==> config.mk <==
export PLATFORM = sky130hd
export DESIGN_NAME = rwef_ctrl
export DESIGN_NICKNAME = d
export VERILOG_FILES = /design/src/ray_walk_edge_finder_core_macros.svh /design/src/rwef_pkg.sv /design/src/rwef_ctrl.sv
export SDC_FILE = /design/constraint.sdc
export NUM_CORES = 1
export LEC_CHECK = 0
export BUFFER_PORTS_ARGS = -buffer_cell sky130_fd_sc_hd__buf_2
export CAP_MARGIN = 0
export CORE_AREA = 2 2 39 41
export CTS_BUF_LIST = sky130_fd_sc_hd__clkbuf_2 sky130_fd_sc_hd__clkbuf_4 sky130_fd_sc_hd__clkbuf_8
export DETAILED_ROUTE_END_ITERATION = 8
export DIE_AREA = 0 0 41 43
export GPL_TIMING_DRIVEN = 1
export PLACE_DENSITY = 0.39
export RECOVER_POWER = 50
export SYNTH_ARGS = -nofsm -noshare
export SYNTH_HDL_FRONTEND = slang
export SYNTH_SLANG_ARGS = --single-unit
==> constraint.sdc <==
create_clock -name i_clk -period 1.3 [get_ports i_clk]
set_input_delay 0.065 -clock i_clk [delete_from_list [all_inputs] [get_ports i_clk]]
set_output_delay 0.065 -clock i_clk [all_outputs]
set_load 0.02 [all_outputs]
==> src/ray_walk_edge_finder_core_macros.svh <==
// assertion helpers shared by the core
`ifndef RAY_WALK_EDGE_FINDER_CORE_MACROS_SVH
`define RAY_WALK_EDGE_FINDER_CORE_MACROS_SVH

// same-cycle implication, checked outside reset
`define RWEF_ASSERT_IMP(lbl, ante, cons, msg) \
    lbl: assert property (@(posedge i_clk) disable iff (!i_rst_n) (ante) |-> (cons)) \
        else $error(msg);

// next-cycle implication, checked outside reset
`define RWEF_ASSERT_NXT(lbl, ante, cons, msg) \
    lbl: assert property (@(posedge i_clk) disable iff (!i_rst_n) (ante) |=> (cons)) \
        else $error(msg);

`endif

==> src/rwef_pkg.sv <==
package rwef_pkg;

    // default sizes
    localparam int MAX_STEPS_DEF  = 32;
    localparam int IMG_WIDTH_DEF  = 128;
    localparam int IMG_HEIGHT_DEF = 128;

    // configuration port
    localparam int CFG_IDX_W  = 2;
    localparam int CFG_DATA_W = 16;

    localparam logic [CFG_IDX_W-1:0] CFG_THRESHOLD  = 2'd0;
    localparam logic [CFG_IDX_W-1:0] CFG_COST_SLOPE = 2'd1;
    localparam logic [CFG_IDX_W-1:0] CFG_WIDTH_USE  = 2'd2;
    localparam logic [CFG_IDX_W-1:0] CFG_HEIGHT_USE = 2'd3;

    localparam logic [7:0]  THRESHOLD_RST  = 8'd25;
    localparam logic [15:0] COST_SLOPE_RST = 16'd256;
    localparam logic [7:0]  WIDTH_USE_RST  = 8'd128;
    localparam logic [7:0]  HEIGHT_USE_RST = 8'd128;

    // item function codes
    localparam logic FUNC_PIXEL = 1'b0;
    localparam logic FUNC_RAY   = 1'b1;

    typedef struct packed {
        logic               func;
        logic [6:0]         pixel_x;
        logic [6:0]         pixel_y;
        logic [7:0]         pixel_value;
        logic [6:0]         seed_x;
        logic [6:0]         seed_y;
        logic signed [15:0] ray_dx;
        logic signed [15:0] ray_dy;
    } t_in_word;

    typedef struct packed {
        logic       edge_found;
        logic [6:0] edge_x;
        logic [6:0] edge_y;
        logic [4:0] edge_step;
    } t_out_word;

    typedef enum logic [1:0] {
        ST_IDLE,
        ST_SEED,
        ST_WALK,
        ST_PUSH
    } t_state;

    typedef struct packed {
        logic write_px;
        logic load;
        logic issue_seed;
        logic issue_step;
        logic finish;
        logic push;
    } t_cmd;

    typedef struct packed {
        logic iss_done;
        logic cmp_vld;
        logic hit;
        logic last_cmp;
        logic out_free;
    } t_stat;

endpackage

==> src/rwef_ctrl.sv <==
module rwef_ctrl (
    input  logic            i_clk,
    input  logic            i_rst_n,
    input  logic            i_in_valid,
    input  logic            i_func,
    output logic            o_in_stall,
    input  rwef_pkg::t_stat i_stat,
    output rwef_pkg::t_cmd  o_cmd
);

    import rwef_pkg::*;

    t_state r_state;
    t_state n_state;

    always_ff @(posedge i_clk) begin
        if (!i_rst_n) begin
            r_state <= ST_IDLE;
        end else begin
            r_state <= n_state;
        end
    end

    always_comb begin
        n_state    = r_state;
        o_cmd      = '0;
        o_in_stall = (r_state != ST_IDLE);
        case (r_state)
            ST_IDLE: begin
                if (i_in_valid) begin
                    if (i_func == FUNC_RAY) begin
                        o_cmd.load = 1'b1;
                        n_state    = ST_SEED;
                    end else begin
                        o_cmd.write_px = 1'b1;
                    end
                end
            end
            ST_SEED: begin
                o_cmd.issue_seed = 1'b1;
                n_state          = ST_WALK;
            end
            ST_WALK: begin
                if (i_stat.cmp_vld && (i_stat.hit || i_stat.last_cmp)) begin
                    o_cmd.finish = 1'b1;
                    n_state      = ST_PUSH;
                end else begin
                    o_cmd.issue_step = !i_stat.iss_done;
                end
            end
            ST_PUSH: begin
                if (i_stat.out_free) begin
                    o_cmd.push = 1'b1;
                    n_state    = ST_IDLE;
                end
            end
            default: begin
                n_state = ST_IDLE;
            end
        endcase
    end

endmodule

* Word level (Yosys, flattened, before mapping)
Cells that the tools add are included.
Operators by class: reductions and logical operators 6, eq/ne operators 7, muxes and demuxes 15
Operator list (count):
- $mux 2 | 7
- $ne 2x2->1 const B | 4
- $pmux 2 s4 | 1
- $mux 1 | 7
- $eq 2x2->1 const B | 2
- $reduce_and 4->1 | 1
- $eq 2x1->1 const B | 1
- $logic_not 2->1 | 1
- $reduce_bool 2->1 | 1
- $logic_and 1x1->1 | 1
- $logic_not 1->1 | 1
- $logic_or 1x1->1 | 1
Storage, ports and cells: logic and storage cells 29, register bits 2, output and inout port bits 7, bits of input ports 9

* Depth between registers and ports, before layout
Gate-level depths: netlist (run 1).
depth in word-level cells 4, gate-level depth with buffers 4, mapped depth without buffers 4

* Least setup slack after synthesis (run 1)
Ideal clock, no wire load.
path type register -> register, start register r_state[0], end register r_state[0], period minus slack after synthesis 1.260 ns, required time 1.184 ns, buffers on the path 0, library setup time 0.116 ns, setup slack 0.040 ns, stages on the path, launching flop included 5, arrival time 1.144 ns, cells stage by stage dfxtp_1 -> inv_1 -> ha_1 -> a2111o_1 -> o211a_1
Between the ends: word-level cells in the longest chain between the ends 3, elaborated cells on any way between the ends 10, classes of those cells 7 x eq/ne; 1 x mux; 2 x reduce/logical
RTL lines:
- from (decl) | RTL line rwef_ctrl.sv:13 | t_state r_state;
- from (signal assigned) | RTL line rwef_ctrl.sv:20 | r_state <= n_state;
- $eq 2x2->1 / $logic_not 2->1 (equally long branches) | RTL line rwef_ctrl.sv:28 | case (r_state)
- $ne 2x2->1 (no source line)
- $reduce_and 4->1 (no source line)
Parallel ways exist; a longest one is shown, timed or not. A chain may end at the register's enable or synchronous reset.

* Worst setup path in the final report (run 1)
start register r_state[1], end register r_state[0]
The elaborated chain is that of the path after synthesis.

==> results of run 1 <==
per-layer routing:
layer | part of all wire, % | wire length [um]
met5 | 0 | 0
met4 | 0 | 0
met3 | 14 | 88
met2 | 51 | 330
met1 | 35 | 230
critical path, cell delays in order (launching register included):
cell and delay (ps):
sky130_fd_sc_hd__dfxtp_4 380, sky130_fd_sc_hd__inv_4 50, sky130_fd_sc_hd__ha_4 160, sky130_fd_sc_hd__buf_4 130, sky130_fd_sc_hd__a2111o_1 350, sky130_fd_sc_hd__o211a_1 110
power groups by stage:
stage | Combinational, W | Clock [W] | Sequential [W]
finish | 0.000905 | 0.000133 | 0.000169
global route | 0.000982 | 0.000151 | 0.000182
CTS | 0.000665 | 0.000141 | 0.000137
detailed placement | 0.000547 | 0 | 0.000124
global placement | 0.000558 | 0 | 0.000125
floorplan | 0.000357 | 0 | 0.000121
worst paths after layout:
path	endpoint	startpoint	cells after the start	slack, ps
max	r_state[0]	r_state[1]	5	20
min	r_state[1]	i_rst_n	3	110
max reg2reg	r_state[0]	r_state[1]	5	20
min reg2reg	r_state[1]	r_state[1]	2	510
cell type report:
cell class,instances,area [um^2]
inverter,4,20.0
fill,150,877
sequential,2,47.5
timing repair buffer,22,163
tap,16,20.0
clock buffer,3,22.5
multi-input combinational,21,234
cells by family (layout without fill, tap and decap cells):
logic type      after synthesis  count (layout)  share of synthesized area [%]
flops                         2               2                           18.3
simple gates                 11              11                           22.9
compound gates                4               4                           18.9
buf+inv                       4              29                           6.86
mux                           1               1                           4.57
fa+ha+maj                     5               5                           28.6
stage by stage:
step	power [W]	hold WS, ps	cells
after floorplan	0.000478	198	27
after detailed placement	0.000671	336	61
after CTS	0.000944	102	66
after global placement	0.000683	347	61
after global routing	0.00131	102	68
final	0.00121	114	68
synthesized netlist by cell type:
| cell | n |
|---|---|
| sky130_fd_sc_hd__and3_2 | 1 |
| sky130_fd_sc_hd__and2_1 | 1 |
| sky130_fd_sc_hd__a2111o_1 | 1 |
| sky130_fd_sc_hd__o211a_1 | 1 |
| sky130_fd_sc_hd__o21ai_1 | 1 |
| sky130_fd_sc_hd__nor2_1 | 3 |
| sky130_fd_sc_hd__nand2_1 | 5 |
| sky130_fd_sc_hd__mux2i_1 | 1 |
| sky130_fd_sc_hd__inv_1 | 4 |
| sky130_fd_sc_hd__ha_1 | 5 |
| sky130_fd_sc_hd__a221oi_2 | 1 |
| sky130_fd_sc_hd__dfxtp_1 | 2 |
| sky130_fd_sc_hd__nor2b_1 | 1 |
timing repair:
item / in CTS / in global routing
buffers inserted: 2 / 2
endpoints found under the hold margin: 0 / 0
gates resized for setup: 11 / 23
pin swaps: 2 / 7
cloned: 0 / 0
setup endpoints to repair: 6 / 6
==> metrics.log, run 1 <==
INFO  metric grt.overflow.total = 0
INFO  metric layout_commonest_cell = sky130_fd_sc_hd__buf_2
INFO  metric count_of_max_cap_constraint_violations = 0
INFO  metric wire_length_of_the_first_global_routing_pass = 793 um
INFO  metric syn_inst = 27
INFO  metric timing_hold_violations_final = 0
INFO  metric die_h = 43 um
INFO  metric grt.total_usage = under 10%
INFO  metric fin_crit = around 1300 ps
INFO  metric timing.fmax = 778 MHz
INFO  metric mappedNetlistNets = 41
INFO  metric ys_types = 13
INFO  metric io_buffer_count = 15
INFO  metric post-route-util = 36.6%
INFO  metric number_of_setup_violations_in_the_final_report = 0
INFO  metric avgSynthCellArea = about 8.1 um^2
INFO  metric syn_area = approximately 220 um^2
INFO  metric finalWirelength = 650 um
INFO  metric nNetsFinal = 68
INFO  metric grt_start_max_net_pins = 5
INFO  metric die_ar = roughly 1800 um^2
INFO  metric gp_congestion = 0.651
INFO  metric holdCritPathClass = in2reg
INFO  metric grt.met2_usage = 9.69%
INFO  metric regMostFlops = r_state
INFO  metric antenna_cells_inserted = 0
INFO  metric pre_cts_slack = -41.3 ps
INFO  metric detail_route.wl_per_cell = about 9.6 um
INFO  metric registers_with_the_highest_flip_flop_counts = r_state (2)
INFO  metric setup-tns-final = 0 ps
INFO  metric ir_worst_vdd = 912 uV
INFO  metric end_kind = flop
INFO  metric p_leak = 0.236 nW
INFO  metric clock-root-buffer = sky130_fd_sc_hd__clkbuf_4
INFO  metric postPlaceCellArea = approximately 340 um^2
INFO  metric yosysWarningCount = 0
INFO  metric drt_first_pass_iters = 4
INFO  metric final_max_slew_viol_count = 0
INFO  metric yosysTopAreaCell = sky130_fd_sc_hd__ha_1
INFO  metric globalRouteMet3Util = 2.62%
INFO  metric p_comb_share = 75.0%
INFO  metric maxSlewHeadroom = 75.4%
INFO  metric start_kind = flop
INFO  metric buffer_depth_of_the_longest_clock_path = 2
INFO  metric clock_network_fraction_of_design_power = 11.0%
INFO  metric rows = 14
INFO  metric yosysSeqAreaShare = a little under a fifth
INFO  metric io-pin-count = 16
INFO  metric cellPowerDensity = ~2400 nW/um^2
INFO  metric tightestPinTransition = 366 ps
INFO  metric net-switching-power = 0.000484 W
INFO  metric highest_utilization_routing_layer_at_the_global_route_stage = met2
INFO  metric layout_worst_path_cycle_share = roughly 100%
INFO  metric area_growth = 131%
INFO  metric postSynthRegisterBits = 2
INFO  metric clk_pin_slew_worst_paths = 30 ps
INFO  metric clk-insertion-delay-late = 220 ps
INFO  metric fin_worst_skew = 0.670 ps
INFO  metric worst_slack = 15.1 ps
INFO  metric drt-vias-per-instance = 4.03
INFO  metric power.share.switching = 40.1%
INFO  metric tritoncts_num_sinks = 2
INFO  metric cellInternalPower = 0.000722 W
INFO  metric tritoncts = yes
INFO  metric start_util = 15.8%
INFO  metric num_vias = 274
INFO  metric grt_antenna_before_repair = 0
INFO  metric stdcell_area = 507 um^2
INFO  metric post-synth-top-area-fraction = 28.6%
INFO  metric critical_path.max_fanout = 4
INFO  metric tritoncts.num_buffers = 3
INFO  metric criticalPathCategory = reg2reg
INFO  metric drt-initial-drc-count = 2
INFO  metric final_cell_mix = sky130_fd_sc_hd__buf_2, sky130_fd_sc_hd__buf_6, sky130_fd_sc_hd__buf_4
INFO  metric cts-hold-fix-buffers = 0
INFO  metric timing.critical_path.arrival = 1390 ps
INFO  metric layout-drive-gt1-share = 73.1%
INFO  metric critical_path_required = about 1400 ps
INFO  metric die_w = 41 um
INFO  metric grt_util_met1 = 7.03%
INFO  metric antenna_violating_nets_post_route = 0
INFO  metric drc = 0
INFO  metric count_of_h_tree_levels_built_during_cts = 1
INFO  metric run_status = completed
INFO  metric share_seq_of_total_power = 14.0%
INFO  metric synth_top_cells_by_area = sky130_fd_sc_hd__ha_1, sky130_fd_sc_hd__dfxtp_1, sky130_fd_sc_hd__nand2_1
INFO  metric grt_pass1_vias = 225
INFO  metric placeableCoreArea = 1380 um^2
INFO  metric setup_repair_after_global_routing_missed_its_margin = true
INFO  metric largest_reg_flops = 2
No activity file was read; power rests on OpenSTA's default activity.
==> run 2: changes to the inputs <==
--- a/config.mk
+++ b/config.mk
@@ -14,6 +14,7 @@
 export GPL_TIMING_DRIVEN = 1
 export PLACE_DENSITY = 0.39
 export RECOVER_POWER = 50
+export SETUP_SLACK_MARGIN = 0.5
 export SYNTH_ARGS = -nofsm -noshare
 export SYNTH_HDL_FRONTEND = slang
 export SYNTH_SLANG_ARGS = --single-unit
==> metrics.log, run 2 (synthesized netlist as in run 1, its figures left out) <==
INFO  metric area_growth = 125%
INFO  metric ir_worst_vdd = 861 uV (-5.6%)
INFO  metric die_h = 43 um (unchanged)
INFO  metric cellPowerDensity = 2240 nW/um^2 (-6.0%)
INFO  metric drt-initial-drc-count = 0 (-2)
INFO  metric top_layer_used = met3
INFO  metric stdcell_area = 493 um^2 (-2.7%)
INFO  metric place_inst = 58 (-4.9%)
INFO  metric met1_length = 191 um (-17%)
INFO  metric cts-hold-fix-buffers = 0 (unchanged)
INFO  metric start_util = 15.8% (unchanged)
INFO  metric drc = 0 (unchanged)
INFO  metric timing.fmax = 822 MHz (+5.6%)
INFO  metric regMostFlops = r_state
INFO  metric layout_worst_path_cycle_share = 93.6% (-5.2 points)
INFO  metric end_kind = flop
INFO  metric final_cell_mix = sky130_fd_sc_hd__buf_2, sky130_fd_sc_hd__buf_6, sky130_fd_sc_hd__nand2_1
INFO  metric final_std_cells_w_o_fill = 62 (-8.8%)
INFO  metric grt.overflow.total = 0 (unchanged)
INFO  metric cp_num_buf_inv = 0 (-2)
INFO  metric rows = 14 (unchanged)
INFO  metric count_of_h_tree_levels_built_during_cts = 1 (unchanged)
INFO  metric met2WireLength = 359 um (+8.8%)
INFO  metric placeableCoreArea = 1380 um^2 (unchanged)
INFO  metric setup-tns-final = 0 ps (unchanged)
INFO  metric fin_worst_skew = 2.11 ps (+1.44 ps)
INFO  metric cp_slowest_stage_delay = 360 ps (-20 ps)
INFO  metric setup_repair_after_global_routing_missed_its_margin = true
INFO  metric timing_hold_violations_final = 0 (unchanged)
INFO  metric buffer_depth_of_the_longest_clock_path = 2 (unchanged)
INFO  metric antenna_cells_inserted = 0 (unchanged)
INFO  metric die_w = 41 um (unchanged)
INFO  metric clock-root-buffer = sky130_fd_sc_hd__clkbuf_4
INFO  metric slowest_stage_cell_crit_path = sky130_fd_sc_hd__dfxtp_4
INFO  metric tightestPinTransition = 443 ps (+76.9 ps)
INFO  metric pre_cts_slack = 47.5 ps (+88.8 ps)
INFO  metric die_ar = 1760 um^2 (unchanged)
INFO  metric clk_pin_slew_worst_paths = 30 ps (about the same)
INFO  metric start_kind = flop
INFO  metric grt.total_usage = 7.62% (+0.90 points)
INFO  metric layout-drive-gt1-share = 78.3% (+5.2 points)
INFO  metric crit_family = compound AO/OA/AOI/OAI gates
INFO  metric io-pin-count = 16 (unchanged)
INFO  metric finalWirelength = 581 um (-11%)
INFO  metric worst_slack = 82.9 ps (+67.8 ps)
INFO  metric tritoncts = yes
INFO  metric layout_commonest_cell = sky130_fd_sc_hd__buf_2
INFO  metric grt_pass1_vias = 270 (+20%)
INFO  metric num_vias = 254 (-7.3%)
INFO  metric tritoncts.num_buffers = 3 (unchanged)
INFO  metric gp_congestion = 0.648 (-0.51%)
INFO  metric drt-vias-per-instance = 4.10 (+1.7%)
INFO  metric postPlaceCellArea = 354 um^2 (+5.2%)
INFO  metric largest_reg_flops = 2 (unchanged)
INFO  metric criticalPathCategory = reg2reg
INFO  metric drt_first_pass_iters = 1 (-3)
INFO  metric holdCritPathClass = in2reg
INFO  metric grt_start_max_net_pins = 6 (+1)
INFO  metric nNetsFinal = 62 (-8.8%)
INFO  metric critical_path.max_fanout = 4 (unchanged)
INFO  metric io_buffer_count = 15 (unchanged)
INFO  metric antenna_violating_nets_post_route = 0 (unchanged)
INFO  metric timing.critical_path.arrival = 1330 ps (-60 ps)
INFO  metric run_status = completed
INFO  metric fin_crit = 1220 ps (-67.8 ps)
INFO  metric critical_path_required = 1410 ps (about the same)
INFO  metric count_of_max_cap_constraint_violations = 0 (unchanged)
INFO  metric p_leak = 0.208 nW (-12%)
INFO  metric final_max_slew_viol_count = 0 (unchanged)
INFO  metric met3WireLength = 30 um (-66%)
INFO  metric maxSlewHeadroom = 70.3% (-5.2 points)
INFO  metric detail_route.wl_per_cell = 9.37 um (-2.0%)
INFO  metric grt_antenna_before_repair = 0 (unchanged)
INFO  metric timing.critical_path.cells = ha_4 -> nor2b_4 -> a2111o_1 -> o211a_1
INFO  metric number_of_setup_violations_in_the_final_report = 0 (unchanged)
INFO  metric tritoncts_num_sinks = 2 (unchanged)
INFO  metric clk-insertion-delay-late = 220 ps (about the same)
INFO  metric hpwlAfterDp = roughly 450 um
INFO  metric registers_with_the_highest_flip_flop_counts = r_state (2)
INFO  metric wire_length_of_the_first_global_routing_pass = 903 um (+14%)
run 2: stage by stage:
| stage | utilization, % | hold slack [ps] | total power (W) |
|---|---|---|---|
| final | 35.6 | 119 | 0.00110 |
| after global routing | 35.6 | 119 | 0.00119 |
| after CTS | 34.6 | 106 | 0.00109 |
| after detailed placement | 25.6 | 349 | 0.000675 |
| after global placement | 25.6 | 339 | 0.000680 |
| after floorplan | - | 162 | 0.000539 |
run 2: what timing repair did:
item                       in CTS  in global routing
gates resized for setup        25                  3
hold endpoints to repair        0                  0
setup endpoints to repair       9                  9
cloned                          0                  0
setup buffers                   0                  1
pin swaps                       6                  3
run 2: where the power goes:
part	internal [W]	leakage (nW)	total (W)	switching [W]
clock network	0.000102	0.0138	0.000135	0.0000331
logic	0.000407	0.177	0.000776	0.000369
registers	0.000115	0.0178	0.000193	0.0000779
total	0.000624	0.208	0.00110	0.000480
run 2: final timing paths:
path	cells after the start	startpoint	slack (ps)	endpoint
worst min-delay path	2	i_rst_n	120	r_state[0]
worst max-delay path	4	r_state[1]	80	r_state[0]
worst min register to register	2	r_state[1]	530	r_state[1]
worst max register to register	4	r_state[1]	80	r_state[0]
run 2: per-layer routing:
metal | GRT usage, % | up-vias
li1 | - | 132
met1 | 6.07 | 114
met2 | 15.0 | 8
met3 | 0 | 0
met4 | 6.00 | 0
met5 | 0 | -
run 2: layout make-up:
cell class	instances	area, um^2
fillers	149	891
multi-input cells	21	254
repair buffers	16	126
flip-flops and latches	2	47.5
clock buffers	3	22.5
inverters	4	22.5
well taps	16	20.0
==> run 3: changes to the inputs <==
--- a/config.mk
+++ b/config.mk
@@ -12,7 +12,7 @@
 export DETAILED_ROUTE_END_ITERATION = 8
 export DIE_AREA = 0 0 41 43
 export GPL_TIMING_DRIVEN = 1
-export PLACE_DENSITY = 0.39
+export PLACE_DENSITY = 0.37
 export RECOVER_POWER = 50
 export SETUP_SLACK_MARGIN = 0.5
 export SYNTH_ARGS = -nofsm -noshare
==> constraint.sdc (replaced) <==
create_clock -name i_clk -period 1.19 [get_ports i_clk]
set_input_delay 0.0595 -clock i_clk [delete_from_list [all_inputs] [get_ports i_clk]]
set_output_delay 0.0595 -clock i_clk [all_outputs]
set_load 0.02 [all_outputs]
==> metrics.log, run 3 (synthesized netlist as in run 1, its figures left out) <==
INFO  metric clk_pin_slew_worst_paths = 30 ps (about the same)
INFO  metric met1_length = 206 um (+7.9%)
INFO  metric met3WireLength = 25 um (-17%)
INFO  metric registers_with_the_highest_flip_flop_counts = r_state (2)
INFO  metric nNetsFinal = 67 (+8.1%)
INFO  metric grt_start_max_net_pins = 5 (-1)
INFO  metric die_ar = 1760 um^2 (unchanged)
INFO  metric cts-hold-fix-buffers = 0 (unchanged)
INFO  metric start_util = 15.8% (unchanged)
INFO  metric die_h = 43 um (unchanged)
INFO  metric layout_worst_path_cycle_share = 106%
INFO  metric grt.total_usage = 9.62% (+2.0 points)
INFO  metric area_growth = 146%
INFO  metric tritoncts_num_sinks = 2 (unchanged)
INFO  metric failed_checks = negative setup slack
INFO  metric antenna_violating_nets_post_route = 0 (unchanged)
INFO  metric top_layer_used = met3
INFO  metric clk-insertion-delay-late = 220 ps (about the same)
INFO  metric number_of_setup_violations_in_the_final_report = 6 (+6)
INFO  metric layout_commonest_cell = sky130_fd_sc_hd__buf_6
INFO  metric timing.fmax = a little under 800 MHz
INFO  metric fin_worst_skew = 2.67 ps (+0.554 ps)
INFO  metric gp_congestion = 0.724 (+12%)
INFO  metric final_cell_mix = sky130_fd_sc_hd__buf_6, sky130_fd_sc_hd__buf_2
INFO  metric clock-root-buffer = sky130_fd_sc_hd__clkbuf_4
INFO  metric num_vias = 270 (+6.3%)
INFO  metric antenna_cells_inserted = 0 (unchanged)
INFO  metric drt-initial-drc-count = 1 (+1)
INFO  metric detail_route.wl_per_cell = 9.85 um (+5.1%)
INFO  metric maxSlewHeadroom = 74.1% (+3.9 points)
INFO  metric postPlaceCellArea = 378 um^2 (+6.7%)
INFO  metric critical_path_required = 1130 ps (-280 ps)
INFO  metric criticalPathCategory = reg2out
INFO  metric io-pin-count = 16 (unchanged)
INFO  metric regMostFlops = r_state
INFO  metric holdCritPathClass = in2reg
INFO  metric layout-drive-gt1-share = 84.3% (+6.1 points)
INFO  metric drc = 0 (unchanged)
INFO  metric count_of_h_tree_levels_built_during_cts = 1 (unchanged)
INFO  metric largest_reg_flops = 2 (unchanged)
INFO  metric n_fill_cell = 145 (-2.7%)
INFO  metric grt.overflow.total = 0 (unchanged)
INFO  metric io_buffer_count = 15 (unchanged)
INFO  metric placeableCoreArea = 1380 um^2 (unchanged)
INFO  metric start_kind = flop
INFO  metric run_status = complete, but fails checks
INFO  metric timing.critical_path.arrival = 1200 ps (-130 ps)
INFO  metric setup_repair_after_global_routing_missed_its_margin = true
INFO  metric cellPowerDensity = 2550 nW/um^2 (+14%)
INFO  metric met2WireLength = 428 um (+19%)
INFO  metric buffer_depth_of_the_longest_clock_path = 2 (unchanged)
INFO  metric ir_worst_vdd = 1180 uV (+37%)
INFO  metric drt_first_pass_iters = 2 (+1)
INFO  metric count_of_max_cap_constraint_violations = 0 (unchanged)
INFO  metric wire_length_of_the_first_global_routing_pass = 1090 um (+21%)
INFO  metric drt-vias-per-instance = 4.03 (-1.6%)
INFO  metric hpwlAfterDp = 515 um (+14%)
INFO  metric setup-tns-final = -298 ps (-298 ps)
INFO  metric finalWirelength = 660 um (+14%)
INFO  metric pre_cts_slack = -36.5 ps (-84.0 ps)
INFO  metric end_kind = output pin
INFO  metric p_leak = 0.237 nW (+14%)
INFO  metric stdcell_area = 539 um^2 (+9.4%)
INFO  metric timing_hold_violations_final = 0 (unchanged)
INFO  metric tritoncts = yes
INFO  metric fin_crit = 1260 ps
INFO  metric tightestPinTransition = 386 ps (-57.6 ps)
INFO  metric rows = 14 (unchanged)
INFO  metric fin_total_pwr = 0.00138 W (+25%)
INFO  metric grt_antenna_before_repair = 0 (unchanged)
INFO  metric worst_slack = -66.6 ps (-150 ps)
INFO  metric final_max_slew_viol_count = 0 (unchanged)
INFO  metric critical_path.max_fanout = 4 (unchanged)
INFO  metric die_w = 41 um (unchanged)
INFO  metric tritoncts.num_buffers = 3 (unchanged)
INFO  metric grt_pass1_vias = 306 (+13%)
run 3: stage by stage:
step                util, %  hold WS (ps)  std cells
CTS                    38.2           103         66
global route           39.0           106         67
finish                 39.0           106         67
detailed placement     27.3           332         61
floorplan                 -           151         27
global placement       27.3           329         61
run 3: repair_timing:
item	4_1_cts	5_1_grt
setup buffers	2	1
setup endpoints to repair	9	9
pin swaps	6	0
resized for setup	30	1
run 3: cell type report:
type	instances	area [um^2]	area share [%]
inverters	4	20.0	3.71
well taps	16	20.0	3.71
clock buffers	3	22.5	4.18
multi-input cells	21	256	47.6
flip-flops and latches	2	45.0	8.35
repair buffers	21	175	32.5
run 3: final timing paths:
kind | to | slack, ps | start | cells after the start
max | o_cmd[4] | -70 | r_state[1] | 5
min | r_state[1] | 110 | i_rst_n | 3
min reg2reg | r_state[1] | 510 | r_state[1] | 2
max reg2reg | r_state[0] | -60 | r_state[0] | 5
run 3: layer usage:
| metal | global-route usage, % | vias to the layer above |
|---|---|---|
| li1 | - | 137 |
| met1 | 7.35 | 126 |
| met2 | 18.1 | 7 |
| met3 | 1.57 | 0 |
| met4 | 8.00 | 0 |
| met5 | 0 | - |
run 3: power by group:
| group | switching (W) | internal (W) | total [W] |
|---|---|---|---|
| clock | 0.0000339 | 0.000111 | 0.000145 |
| combinational | 0.000476 | 0.000581 | 0.00106 |
| sequential | 0.0000564 | 0.000118 | 0.000175 |
| total | 0.000567 | 0.000810 | 0.00138 |
run 3: worst max-delay path, cell delays in order (launching register included):
cell and delay, ps:
sky130_fd_sc_hd__dfxtp_4 370, sky130_fd_sc_hd__inv_4 50, sky130_fd_sc_hd__ha_4 170, sky130_fd_sc_hd__buf_6 120
sky130_fd_sc_hd__and3_4 140, sky130_fd_sc_hd__buf_6 120
